$ cat src/twrtc_pkg.sv
// Package for the three-wire RTC burst master.
// Holds the phase enum, item kind and register index codes, and link constants.
// No dependencies.
`timescale 1ns / 1ps
`default_nettype none

package twrtc_pkg;

   localparam int BYTE_W  = 8;
   localparam int TIME_W  = 56;
   localparam int WAIT_W  = 8;

   typedef enum logic [3:0] {
      PH_IDLE     = 4'd0,
      PH_EN_WAIT  = 4'd1,
      PH_WR_SETUP = 4'd2,
      PH_WR_HIGH  = 4'd3,
      PH_WR_LOW   = 4'd4,
      PH_RD_HIGH  = 4'd5,
      PH_RD_LOW   = 4'd6,
      PH_DIS_WAIT = 4'd7
   } phase_type;

   typedef enum logic [1:0] {
      KIND_TICK  = 2'd0,
      KIND_READ  = 2'd1,
      KIND_WRITE = 2'd2
   } kind_type;

   typedef enum logic {
      CSR_HALF_PERIOD  = 1'b0,
      CSR_ENABLE_GUARD = 1'b1
   } csr_index_type;

   localparam logic [BYTE_W-1:0] CMD_BURST_READ  = 8'hBF;
   localparam logic [BYTE_W-1:0] CMD_BURST_WRITE = 8'hBE;
   localparam logic [BYTE_W-1:0] CMD_WP_REG      = 8'h8E;
   localparam logic [BYTE_W-1:0] BYTE_ZERO       = 8'h00;
   localparam logic [BYTE_W-1:0] SECONDS_MASK    = 8'h7F;
   localparam logic [WAIT_W-1:0] WAIT_ONE        = 8'h01;

   localparam logic [WAIT_W-1:0] HALF_PERIOD_RESET  = 8'd2;
   localparam logic [WAIT_W-1:0] ENABLE_GUARD_RESET = 8'd4;

endpackage

`default_nettype wire

$ cat src/three_wire_rtc_burst_master.sv
// Top level of the three-wire RTC burst master: item pipeline and link sequencer.
// Depends on twrtc_pkg.
//
// Every req item (a tick or a start command) advances the link by one step.
// The block takes one item per clock while req is not stalled and answers each
// with exactly one rsp item, held first in the input register and then in the
// result register, with the whole sequencer update done in between. A stalled
// rsp holds the result register and back-pressures req only when both registers
// are full. The user writes half_period_ticks and enable_guard_ticks over the
// csr port only while no sequence runs (unenforced); a value of zero acts as one.
`timescale 1ns / 1ps
`default_nettype none

module three_wire_rtc_burst_master (
   input  wire logic                         clock,
   input  wire logic                         reset,
   input  wire logic                         req_valid,
   output logic                              req_stall,
   input  wire logic [1:0]                   req_kind,
   input  wire logic [twrtc_pkg::TIME_W-1:0] req_time_bytes,
   input  wire logic                         req_data_pin_in,
   output logic                              rsp_valid,
   input  wire logic                         rsp_stall,
   output logic                              rsp_clock_pin,
   output logic                              rsp_data_pin_out,
   output logic                              rsp_data_pin_drive,
   output logic                              rsp_enable_pin,
   output logic                              rsp_busy_res,
   output logic                              rsp_done_res,
   output logic                              rsp_rejected,
   output logic [twrtc_pkg::TIME_W-1:0]      rsp_read_bytes,
   input  wire logic                         csr_valid,
   output logic                              csr_ready,
   input  wire logic                         csr_index,
   input  wire logic [twrtc_pkg::BYTE_W-1:0] csr_data
);
   import twrtc_pkg::*;

   // csr registers
   logic [WAIT_W-1:0] half_ff, guard_ff;
   logic [WAIT_W-1:0] half_ticks, guard_ticks;

   // input register
   logic              s1_valid_ff;
   logic [1:0]        s1_kind_ff;
   logic [TIME_W-1:0] s1_time_ff;
   logic              s1_din_ff;

   // sequencer state
   phase_type         phase_ff, phase_in;
   logic [WAIT_W-1:0] wait_ff, wait_in;
   logic [2:0]        bitp_ff, bitp_in;
   logic [3:0]        bytep_ff, bytep_in;
   logic [BYTE_W-1:0] shift_ff, shift_in;
   logic [TIME_W-1:0] wbuf_ff, wbuf_in;
   logic [TIME_W-1:0] rbuf_ff, rbuf_in;
   logic              clk_ff, clk_in, dat_ff, dat_in, drv_ff, drv_in, en_ff, en_in;
   logic              opw_ff, opw_in;
   logic              done_in, rej_in;

   // byte start helpers
   logic              start_byte;
   logic [3:0]        nb;
   logic [3:0]        wb_off, rd_off;
   logic [BYTE_W-1:0] send_byte;
   logic              is_start;

   // result register
   logic              rsp_valid_ff;
   logic              advance, step;

   assign csr_ready = 1'b1;

   always_ff @(posedge clock) begin
      if (reset) begin
         half_ff  <= HALF_PERIOD_RESET;
         guard_ff <= ENABLE_GUARD_RESET;
      end else if (csr_valid && csr_ready) begin
         unique case (csr_index_type'(csr_index))
            CSR_HALF_PERIOD:  half_ff  <= csr_data;
            CSR_ENABLE_GUARD: guard_ff <= csr_data;
            default: ;
         endcase
      end
   end

   assign half_ticks  = (half_ff == '0) ? WAIT_ONE : half_ff;
   assign guard_ticks = (guard_ff == '0) ? WAIT_ONE : guard_ff;

   assign advance   = !rsp_valid_ff || !rsp_stall;
   assign step      = s1_valid_ff && advance;
   assign req_stall = s1_valid_ff && !advance;

   always_ff @(posedge clock) begin
      if (reset) begin
         s1_valid_ff <= 1'b0;
      end else if (!req_stall) begin
         s1_valid_ff <= req_valid;
      end
   end

   always_ff @(posedge clock) begin
      if (req_valid && !req_stall) begin
         s1_kind_ff <= req_kind;
         s1_time_ff <= req_time_bytes;
         s1_din_ff  <= req_data_pin_in;
      end
   end

   assign is_start = (s1_kind_ff == KIND_READ) || (s1_kind_ff == KIND_WRITE);

   always_comb begin
      wb_off = nb - 4'd3;
      if (!opw_ff) begin
         send_byte = CMD_BURST_READ;
      end else if (nb == 4'd0) begin
         send_byte = CMD_WP_REG;
      end else if (nb == 4'd2) begin
         send_byte = CMD_BURST_WRITE;
      end else if (nb >= 4'd3 && nb <= 4'd9) begin
         send_byte = wbuf_ff[wb_off[2:0]*BYTE_W +: BYTE_W];
      end else begin
         send_byte = BYTE_ZERO;
      end
   end

   always_comb begin
      phase_in   = phase_ff;
      wait_in    = wait_ff;
      bitp_in    = bitp_ff;
      bytep_in   = bytep_ff;
      shift_in   = shift_ff;
      wbuf_in    = wbuf_ff;
      rbuf_in    = rbuf_ff;
      clk_in     = clk_ff;
      dat_in     = dat_ff;
      drv_in     = drv_ff;
      en_in      = en_ff;
      opw_in     = opw_ff;
      done_in    = 1'b0;
      rej_in     = 1'b0;
      start_byte = 1'b0;
      nb         = bytep_ff;
      rd_off     = bytep_ff - 4'd1;

      if (phase_ff == PH_IDLE) begin
         if (is_start) begin
            opw_in = (s1_kind_ff == KIND_WRITE);
            if (s1_kind_ff == KIND_WRITE) begin
               wbuf_in = {s1_time_ff[TIME_W-1:BYTE_W], s1_time_ff[BYTE_W-1:0] & SECONDS_MASK};
            end
            bytep_in = '0;
            bitp_in  = '0;
            clk_in   = 1'b0;
            dat_in   = 1'b0;
            drv_in   = 1'b1;
            en_in    = 1'b1;
            phase_in = PH_EN_WAIT;
            wait_in  = guard_ticks;
         end
      end else begin
         rej_in = is_start;
         if (wait_ff > WAIT_ONE) begin
            wait_in = wait_ff - WAIT_ONE;
         end else begin
            case (phase_ff)
               PH_EN_WAIT: begin
                  start_byte = 1'b1;
               end
               PH_WR_SETUP: begin
                  clk_in   = 1'b1;
                  phase_in = PH_WR_HIGH;
                  wait_in  = half_ticks;
               end
               PH_WR_HIGH, PH_RD_HIGH: begin
                  clk_in   = 1'b0;
                  phase_in = (phase_ff == PH_WR_HIGH) ? PH_WR_LOW : PH_RD_LOW;
                  wait_in  = half_ticks;
               end
               PH_WR_LOW, PH_RD_LOW: begin
                  if (bitp_ff == 3'd7) begin
                     if (!opw_ff && bytep_ff >= 4'd1 && bytep_ff <= 4'd7) begin
                        rbuf_in[rd_off[2:0]*BYTE_W +: BYTE_W] = shift_ff;
                     end
                     bytep_in = bytep_ff + 4'd1;
                     if ((!opw_ff && bytep_ff >= 4'd7) ||
                         (opw_ff && (bytep_ff == 4'd1 || bytep_ff >= 4'd10))) begin
                        clk_in   = 1'b0;
                        en_in    = 1'b0;
                        phase_in = PH_DIS_WAIT;
                        wait_in  = guard_ticks;
                     end else begin
                        nb         = bytep_ff + 4'd1;
                        start_byte = 1'b1;
                     end
                  end else begin
                     bitp_in = bitp_ff + 3'd1;
                     wait_in = half_ticks;
                     if (phase_ff == PH_RD_LOW) begin
                        shift_in[bitp_in] = shift_ff[bitp_in] | s1_din_ff;
                        clk_in   = 1'b1;
                        phase_in = PH_RD_HIGH;
                     end else begin
                        dat_in   = shift_ff[bitp_in];
                        clk_in   = 1'b0;
                        phase_in = PH_WR_SETUP;
                     end
                  end
               end
               PH_DIS_WAIT: begin
                  if (opw_ff && bytep_ff == 4'd2) begin
                     en_in    = 1'b1;
                     phase_in = PH_EN_WAIT;
                     wait_in  = guard_ticks;
                  end else begin
                     phase_in = PH_IDLE;
                     wait_in  = '0;
                     done_in  = 1'b1;
                  end
               end
               default: begin
                  phase_in = PH_IDLE;
                  wait_in  = '0;
               end
            endcase
         end
      end

      if (start_byte) begin
         bitp_in = '0;
         wait_in = half_ticks;
         if (!opw_ff && nb >= 4'd1) begin
            drv_in   = 1'b0;
            shift_in = {{(BYTE_W-1){1'b0}}, s1_din_ff};
            clk_in   = 1'b1;
            phase_in = PH_RD_HIGH;
         end else begin
            drv_in   = 1'b1;
            shift_in = send_byte;
            dat_in   = send_byte[0];
            clk_in   = 1'b0;
            phase_in = PH_WR_SETUP;
         end
      end
   end

   always_ff @(posedge clock) begin
      if (reset) begin
         phase_ff <= PH_IDLE;
         wait_ff  <= '0;
         bitp_ff  <= '0;
         bytep_ff <= '0;
         shift_ff <= '0;
         wbuf_ff  <= '0;
         rbuf_ff  <= '0;
         clk_ff   <= 1'b0;
         dat_ff   <= 1'b0;
         drv_ff   <= 1'b1;
         en_ff    <= 1'b0;
         opw_ff   <= 1'b0;
      end else if (step) begin
         phase_ff <= phase_in;
         wait_ff  <= wait_in;
         bitp_ff  <= bitp_in;
         bytep_ff <= bytep_in;
         shift_ff <= shift_in;
         wbuf_ff  <= wbuf_in;
         rbuf_ff  <= rbuf_in;
         clk_ff   <= clk_in;
         dat_ff   <= dat_in;
         drv_ff   <= drv_in;
         en_ff    <= en_in;
         opw_ff   <= opw_in;
      end
   end

   always_ff @(posedge clock) begin
      if (reset) begin
         rsp_valid_ff <= 1'b0;
      end else if (advance) begin
         rsp_valid_ff <= s1_valid_ff;
      end
   end

   always_ff @(posedge clock) begin
      if (step) begin
         rsp_clock_pin      <= clk_in;
         rsp_data_pin_out   <= dat_in;
         rsp_data_pin_drive <= drv_in;
         rsp_enable_pin     <= en_in;
         rsp_busy_res       <= (phase_in != PH_IDLE);
         rsp_done_res       <= done_in;
         rsp_rejected       <= rej_in;
         rsp_read_bytes     <= rbuf_in;
      end
   end

   assign rsp_valid = rsp_valid_ff;

endmodule

`default_nettype wire

$ cat config.mk
export PLATFORM = sky130hd
export DESIGN_NAME = three_wire_rtc_burst_master
export DESIGN_NICKNAME = d
export VERILOG_FILES = /design/src/twrtc_pkg.sv /design/src/three_wire_rtc_burst_master.sv
export SDC_FILE = /design/constraint.sdc
export NUM_CORES = 1
export LEC_CHECK = 0
export BUFFER_PORTS_ARGS = -buffer_cell sky130_fd_sc_hd__buf_2
export CAP_MARGIN = 5
export CORE_UTILIZATION = 59
export DETAILED_ROUTE_END_ITERATION = 10
export PLACE_DENSITY_LB_ADDON = 0.25
export SLEW_MARGIN = 20
export SYNTH_ARGS = -nofsm -noshare
export SYNTH_HDL_FRONTEND = slang
export SYNTH_SLANG_ARGS = --single-unit
$ cat constraint.sdc
create_clock -name clock -period 4.8 [get_ports clock]
set_input_delay 0.24 -clock clock [delete_from_list [all_inputs] [get_ports clock]]
set_output_delay 0.24 -clock clock [all_outputs]
set_load 0.005 [all_outputs]
# --- Word level (Yosys, flattened, before mapping) ---
# Index checks and enable logic that the tools add are counted.
totals:
  ff_bits: 283
  output_inout_bits: 66
  word_cells: 207
op_classes:
  add_sub_neg: 6
  n_lt_le_gt_ge: 10
  eq_ne: 23
  shifts: 3
  muxes: 93
  bitwise_logic: 3
  n_reduce_logical: 42
ops:
  columns: ["operator", "count"]
  rows:
  - ["2-to-1 mux 56 bit", 5]
  - ["2-to-1 mux 8 bit", 20]
  - ["2-to-1 mux 4 bit", 16]
  - ["bitwise mux 56 bit", 1]
  - ["variable shift 8 x 34 -> 56 bit (first input constant)", 1]
  - ["variable part select 56 x 7 -> 8 bit", 1]
  - ["variable part select 8 x 34 -> 56 bit", 1]
  - ["2-to-1 mux 1 bit", 34]
  - ["negation 6 -> 34 bit", 1]
  - ["one-hot mux 8 bit (4 select lines)", 1]
  - ["2-to-1 mux 3 bit", 8]
  - ["one-hot mux 4 bit (5 select lines)", 1]
  - ["equality test 4 x 2 -> 1 bit (second input constant)", 4]
  - ["equality test 4 x 3 -> 1 bit (second input constant)", 4]
  - ["logical NOT 8 bit", 2]
  - ["logical AND 1 bit", 11]
  - ["!= test 2 bit (second input constant)", 5]
  - ["AND reduction 5 bit", 2]
  - ["!= test 3 bit (second input constant)", 3]
  - ["bitwise mux 8 bit", 1]
  - ["equality test 4 x 1 -> 1 bit (second input constant)", 2]
  - ["greater-or-equal comparator 4 x 1 -> 1 bit (second input constant)", 2]
  - ["> comparator 8 x 1 -> 1 bit (second input constant)", 1]
  - ["logical NOT 4 bit", 2]
  - ["35 further kinds", 51]

# --- Depth between registers and ports, before layout ---
depth:
  depth_word: 17
  depth_mapped: 18
  depth_no_buf: 14

# --- Worst setup path after synthesis ---
# No wires, ideal clock.
synth_timing:
  path_type: "register to register"
  from: "register bytep_ff[0]"
  to: "register shift_ff[4]"
  t_arrival_ns: 4.001
  required_time_ns: 4.680
  path_slack_ns: 0.679
  stages_incl_launch_ff: 17
  n_path_buf: 5
  synth_period_minus_slack_ns: 4.121
  cell_sequence: "dfxtp_1 -> buf_2 -> buf_1 -> inv_1 -> ha_1 -> nor4b_1 -> nand2_1 -> a21boi_4 -> xnor2_2 -> buf_6 -> ha_1 -> clkbuf_1 -> clkbuf_1 -> mux4_2 -> nand2_1 -> o21ai_0 -> a211o_1"
synth_between:
  elab_chain_cells: 17
  elab_cells_between_ends: 39
  classes_between: "2 x add/sub; 5 x order compare; 5 x eq/ne; 1 x shift; 16 x mux; 10 x reduce/logical"
synth_rtl:
  columns: ["item", "line_no", "rtl"]
  rows:
  - ["start, declared", "three_wire_rtc_burst_master.sv:53", "logic [3:0] bytep_ff, bytep_in;"]
  - ["start signal, assigned", "three_wire_rtc_burst_master.sv:265", "bytep_ff <= bytep_in;"]
  - ["greater-or-equal comparator 4 bit / equality test 4 x 1 -> 1 bit (equally long branches)", "three_wire_rtc_burst_master.sv:187", "(opw_ff && (bytep_ff == 4'd1 || bytep_ff >= 4'd10))) begin"]
  - ["logical OR 1 bit", "three_wire_rtc_burst_master.sv:187", null]
  - ["logical AND 1 bit", "three_wire_rtc_burst_master.sv:187", null]
  - ["logical OR 1 bit", "three_wire_rtc_burst_master.sv:186", "if ((!opw_ff && bytep_ff >= 4'd7) ||"]
  - ["2-to-1 mux 4 bit", "three_wire_rtc_burst_master.sv:186", null]
  - ["2-to-1 mux 4 bit", "three_wire_rtc_burst_master.sv:181", "if (bitp_ff == 3'd7) begin"]
  - ["2-to-1 mux 4 bit", "three_wire_rtc_burst_master.sv:166", "case (phase_ff)"]
  - ["2-to-1 mux 4 bit", "three_wire_rtc_burst_master.sv:163", "if (wait_ff > WAIT_ONE) begin"]
  - ["2-to-1 mux 4 bit", "three_wire_rtc_burst_master.sv:146", "if (phase_ff == PH_IDLE) begin"]
  - ["subtractor 3 x 2 -> 3 bit, or another cell as far along", "three_wire_rtc_burst_master.sv:113", "wb_off = nb - 4'd3;"]
  - ["variable part select 56 x 7 -> 8 bit / logical AND 1 bit (equally long branches)", "three_wire_rtc_burst_master.sv:121, three_wire_rtc_burst_master.sv:120", null]
  - ["2-to-1 mux 8 bit", "three_wire_rtc_burst_master.sv:120", "end else if (nb >= 4'd3 && nb <= 4'd9) begin"]
  - ["2-to-1 mux 8 bit", "three_wire_rtc_burst_master.sv:118", "end else if (nb == 4'd2) begin"]
  - ["2-to-1 mux 8 bit", "three_wire_rtc_burst_master.sv:116", "end else if (nb == 4'd0) begin"]
  - ["2-to-1 mux 8 bit", "three_wire_rtc_burst_master.sv:114", "if (!opw_ff) begin"]
  - ["2-to-1 mux 8 bit", "three_wire_rtc_burst_master.sv:232", "if (!opw_ff && nb >= 4'd1) begin"]
  - ["2-to-1 mux 8 bit", "three_wire_rtc_burst_master.sv:229", "if (start_byte) begin"]
  - ["end signal, assigned", "three_wire_rtc_burst_master.sv:266", "shift_ff <= shift_in;"]
  - ["end, declared", "three_wire_rtc_burst_master.sv:54", "logic [BYTE_W-1:0] shift_ff, shift_in;"]
# Parallel ways exist; a longest one is shown, timed or not.
# A chain may end at the register's enable or synchronous reset.

# --- Final worst setup path ---
layout_timing:
  from: "register bitp_ff[1]"
  to: "register rsp_data_pin_out, data pin"
layout_between:
  elab_chain_cells: 13
  elab_cells_between_ends: 32
  classes_between: "2 x add/sub; 3 x order compare; 2 x eq/ne; 1 x shift; 21 x mux; 3 x reduce/logical"
layout_rtl:
  columns: ["item", "line_no", "rtl"]
  rows:
  - ["start, declared", "three_wire_rtc_burst_master.sv:52", "logic [2:0] bitp_ff, bitp_in;"]
  - ["start signal, assigned", "three_wire_rtc_burst_master.sv:264", "bitp_ff <= bitp_in;"]
  - ["equality test 3 bit", "three_wire_rtc_burst_master.sv:181", null]
  - ["2-to-1 mux 4 bit", "three_wire_rtc_burst_master.sv:181", null]
  - ["2-to-1 mux 4 bit", "three_wire_rtc_burst_master.sv:166", null]
  - ["2-to-1 mux 4 bit", "three_wire_rtc_burst_master.sv:163", null]
  - ["2-to-1 mux 4 bit", "three_wire_rtc_burst_master.sv:146", null]
  - ["subtractor 3 x 2 -> 3 bit, or another cell as far along", "three_wire_rtc_burst_master.sv:113", null]
  - ["variable part select 56 x 7 -> 8 bit / logical AND 1 bit (equally long branches)", "three_wire_rtc_burst_master.sv:121, three_wire_rtc_burst_master.sv:120", null]
  - ["2-to-1 mux 8 bit", "three_wire_rtc_burst_master.sv:120", null]
  - ["2-to-1 mux 8 bit", "three_wire_rtc_burst_master.sv:118", null]
  - ["2-to-1 mux 8 bit", "three_wire_rtc_burst_master.sv:116", null]
  - ["2-to-1 mux 8 bit", "three_wire_rtc_burst_master.sv:114", null]
  - ["2-to-1 mux 1 bit", "three_wire_rtc_burst_master.sv:232", null]
  - ["2-to-1 mux 1 bit (*)", "three_wire_rtc_burst_master.sv:229", null]
  - ["named net dat_in", "three_wire_rtc_burst_master.sv:57", "logic clk_ff, clk_in, dat_ff, dat_in, drv_ff, drv_in, en_ff, en_in;"]
  - ["end signal, assigned", "three_wire_rtc_burst_master.sv:288", "rsp_data_pin_out <= dat_in;"]
  - ["end, declared", "three_wire_rtc_burst_master.sv:25", "output logic rsp_data_pin_out,"]
# The timed path passes the listed nets; every way through them passes the cells marked *. The select of a mux whose other input is x is not followed.

==> impl_metrics.toml <==
[finish]
final_antenna_diode_count = 0
fin_nets = 1580
final_util_pct = 72.4
drive_above_1_share_pct = 15.6
postLayoutCellArea_um2 = 14800
final_cell_count_no_fill = 1784
area_delta_synth_final_pct = 19.2
fill_cells = 1519

[placed_design]
place.detailed.hpwl_um = 18100
placement.cell_area_um2 = 13200
numPlacedInstances = 1664
gpl.final_weighted_congestion = 0.922
port-buffer-count = 136

[clock_tree]
latest_clock_arrival_within_the_worst_skew_pair_ns = 0.54
cts_made_buffers = 28
cts_tree = "yes"
clock_tree.htree_level_count = 1
clk_root_buffer_cell = "clkbuf_16"
ctsLongestPathBuffers = 3
clk_pin_slew_worst_paths_ns = 0.07
cts_sinks = 282

[global_route]
antenna_found_initial = 0
grt_util_all_layers_pct = 27.7
grt_start_max_net_pins = 81
number_of_global_route_vias_before_repair = 9837
grt_overflow = 0
global_route_wire_length_before_repair_um = 48400

[setup_path]
cpMaxStageDelayCell = "or4bb_1"
critPathRequiredTime_ns = 5.09
worst-setup-path-type = "flip-flop to flip-flop"
critical_path.n_buffers_inverters = 2
r2r_end = "rsp_data_pin_out"
critical-path-max-stage-delay_ns = 0.57
path_max_fanout = 14
timing.critical_path.cells = "ha_1, ha_1, or4bb_1, nor4_4, a21boi_4, xnor2_2, buf_4, clkinv_1, ha_1, a211oi_1, a2bb2oi_1, nor2_1, a31oi_1, nor2_1"
reg2reg_setup_slack_ns = 0.46
r2r_start = "bitp_ff[1]"
critical-path-top-delay-family = "compound AO/OA/AOI/OAI gates"
critical_path.startpoint_type = "flip-flop"
cp_common_cell = "ha_1"
critPathArrivalTime_ns = 4.63
r2r_cells = 14
cp-end-kind = "flip-flop"

[logic_synthesis]
postSynthCellCount = 1332
synth.largest_area_cell = "edfxtp_1"
synth_enable_flop_cells = 121
synth_area_per_cell_um2 = 9.32
post_synth_fa_ha_maj_area_fraction_pct = 1.51
yosys.area_share.simple_pct = 19.7
ys.warnings.count = 0
post-synth-top-count-cell = "nand2_1"
syn-num-nets = 1420
synthesized_area_fraction_occupied_by_ao_oa_aoi_and_oai_cells_pct = 15.4
netlist.area_leader.share_pct = 29.3
synth_xor_xnor_area_share_pct = 0.554
synth_top_family_by_area = "simple AND/OR/NAND/NOR gates"
synth-async-reset-ratio_pct = 0
synth.ff_latch_count = 282
yosys-top-cells-area = "edfxtp_1 29%, dfxtp_1 26%, nand2_1 9.0%"
synth_seq_area_share_pct = 55.2
postSynth.topFlopCell = "dfxtp_1"
yosys.cell_types.count = 74
multiplexer_share_of_the_synthesized_area_pct = 4.16
mappedNetlistArea_um2 = 12400
synthTopCellsByCount = "297 x nand2_1, 165 x a21oi_1, 161 x dfxtp_1"

[power]
power-per-cell-area_nw_per_um2 = 347
cellLeakagePower_nw = 5.21
power_mw = 5.14
vdd_drop_max_mv = 0.331

[worst_hold_path]
min_delay_path_depth = 3
hold_path.startpoint = "csr_index"
timing.hold.worst.class = "input port to flip-flop"
hold-path-endpoint = "guard_ff[0]"

[drt]
detailedRoute.firstIterationViolations = 680
detail_route.drc_violations = 0
drtAntennaViolNets = 0
route.detailed.wl_per_inst_um = 16.8
postRouteWirelength_um = 30000
dr.pass1.iters = 6
num_vias = 10433
via_per_inst = 5.85

[flow_run]
cap_violations = 0

[sta]
max_clock_freq_ghz = 0.230
share_of_the_cycle_needed_by_the_critical_path_after_routing_pct = 90.4
fin_crit_ns = 4.34
max_slew.worst_pin.slew_ns = 1.00
timing.final.hold_violations = 0
maxSlewViolCount = 0
rsz0062_at_grt = "false"
totalNegativeSetupSlack_ns = 0
timing.max_slew.rel_slack_pct = 32.9
finalClockSkew_ns = 0.0195
finalSetupViolCount = 0

[outcome]
run_status = "finished, final reports clean"

[die]
std_cell_rows = 52
io_pins = 139
floorplan.die.height_um = 147
start_util_pct = 60.8
floorplan.die.width_um = 147
core_region_area_um2 = 20400
die_area_um2 = 21600
[routing by layer]
layer	track usage, %	routed length (um)
met5	0	0
met4	9.43	901
met3	4.53	1960
met2	48.1	14800
met1	34.9	12400
[registers in the layout, indices dropped and copies added (netlist names), 4 cells and up]
| name | flops |
|---|---|
| rbuf_ff | 56 |
| rsp_read_bytes | 56 |
| s1_time_ff | 55 |
| wbuf_ff | 55 |
| guard_ff | 8 |
| half_ff | 8 |
| shift_ff | 8 |
| wait_ff | 8 |
| bytep_ff | 4 |
| phase_ff | 4 |
[layout make-up]
class | instances | area (um^2) | area share, %
clock inverters | 13 | 92.6 | 0.626
well taps | 270 | 338 | 2.28
flip-flops and latches | 282 | 6860 | 46.3
clock buffers | 39 | 813 | 5.50
multi-input cells | 944 | 5150 | 34.8
inverters | 16 | 60.1 | 0.406
repair buffers | 220 | 1480 | 10.0
[worst min-delay path: stages]
cell and delay (ns):
buf_2 0.17, nand3_1 0.10, a21oi_1 0.05
[worst max-delay path by stage]
stage / from / endpoint / slack, ns / depth (start not counted)
6_report: bitp_ff[1] / rsp_data_pin_out / 0.46 / 14
5_1_grt: bytep_ff[0] / rsp_data_pin_out / 0.20 / 14
4_1_cts: bitp_ff[1] / rsp_data_pin_out / 0.52 / 14
3_5_place_dp: bitp_ff[1] / rsp_data_pin_out / 0.55 / 14
3_3_place_gp: bitp_ff[0] / rsp_data_pin_out / 0.65 / 14
2_1_floorplan: bytep_ff[0] / shift_ff[4] / 0.68 / 16
[cell families after synthesis]
family / count (synthesis)
simple gates: 552
compound gates: 330
flops: 282
buf+inv: 106
mux: 39
fa+ha+maj: 15
xor+xnor: 7
other cells: 1
[metrics by stage]
step | worst slack, ns | hold slack [ns]
floorplan | 0.679 | 0.339
global placement | 0.646 | 0.417
detailed placement | 0.552 | 0.418
CTS | 0.516 | 0.0461
global route | 0.200 | 0.100
finish | 0.459 | 0.0674
[power breakdown]
part	switching (mW)	leakage, nW	internal (mW)
sequential	0.0375	2.42	2.58
clock	0.902	0.447	1.23
combinational	0.224	2.34	0.156
[timing repair]
| item | in CTS | in global routing |
|---|---|---|
| setup endpoints to repair | 0 | 0 |
| resized for setup | 0 | 0 |
| hold buffers | 68 | 0 |
| setup buffers | 0 | 0 |
| hold endpoints to repair | 76 | 0 |
[layout by cell type (no fill, tap or decap), drive strengths merged, types with 6 or more instances in the layout]
cell	netlist	layout
a211oi	9	9
a21oi	165	165
and3	6	6
buf	15	152
clkbuf	75	39
clkinv	2	12
dfxtp	161	161
dlygate4sd3	0	68
edfxtp	121	121
ha	15	15
inv	14	15
mux2	12	12
mux2i	19	19
mux4	8	8
nand2	297	297
nand2b	8	8
nand3	55	55
nand4	9	9
nor2	115	115
nor2b	8	8
nor3	11	11
nor3b	6	6
nor4	7	7
o211a	6	6
o21ai	91	91
or2	6	6
or4	6	6
xnor2	6	6
Note: power is estimated with default switching activity, not from simulation.
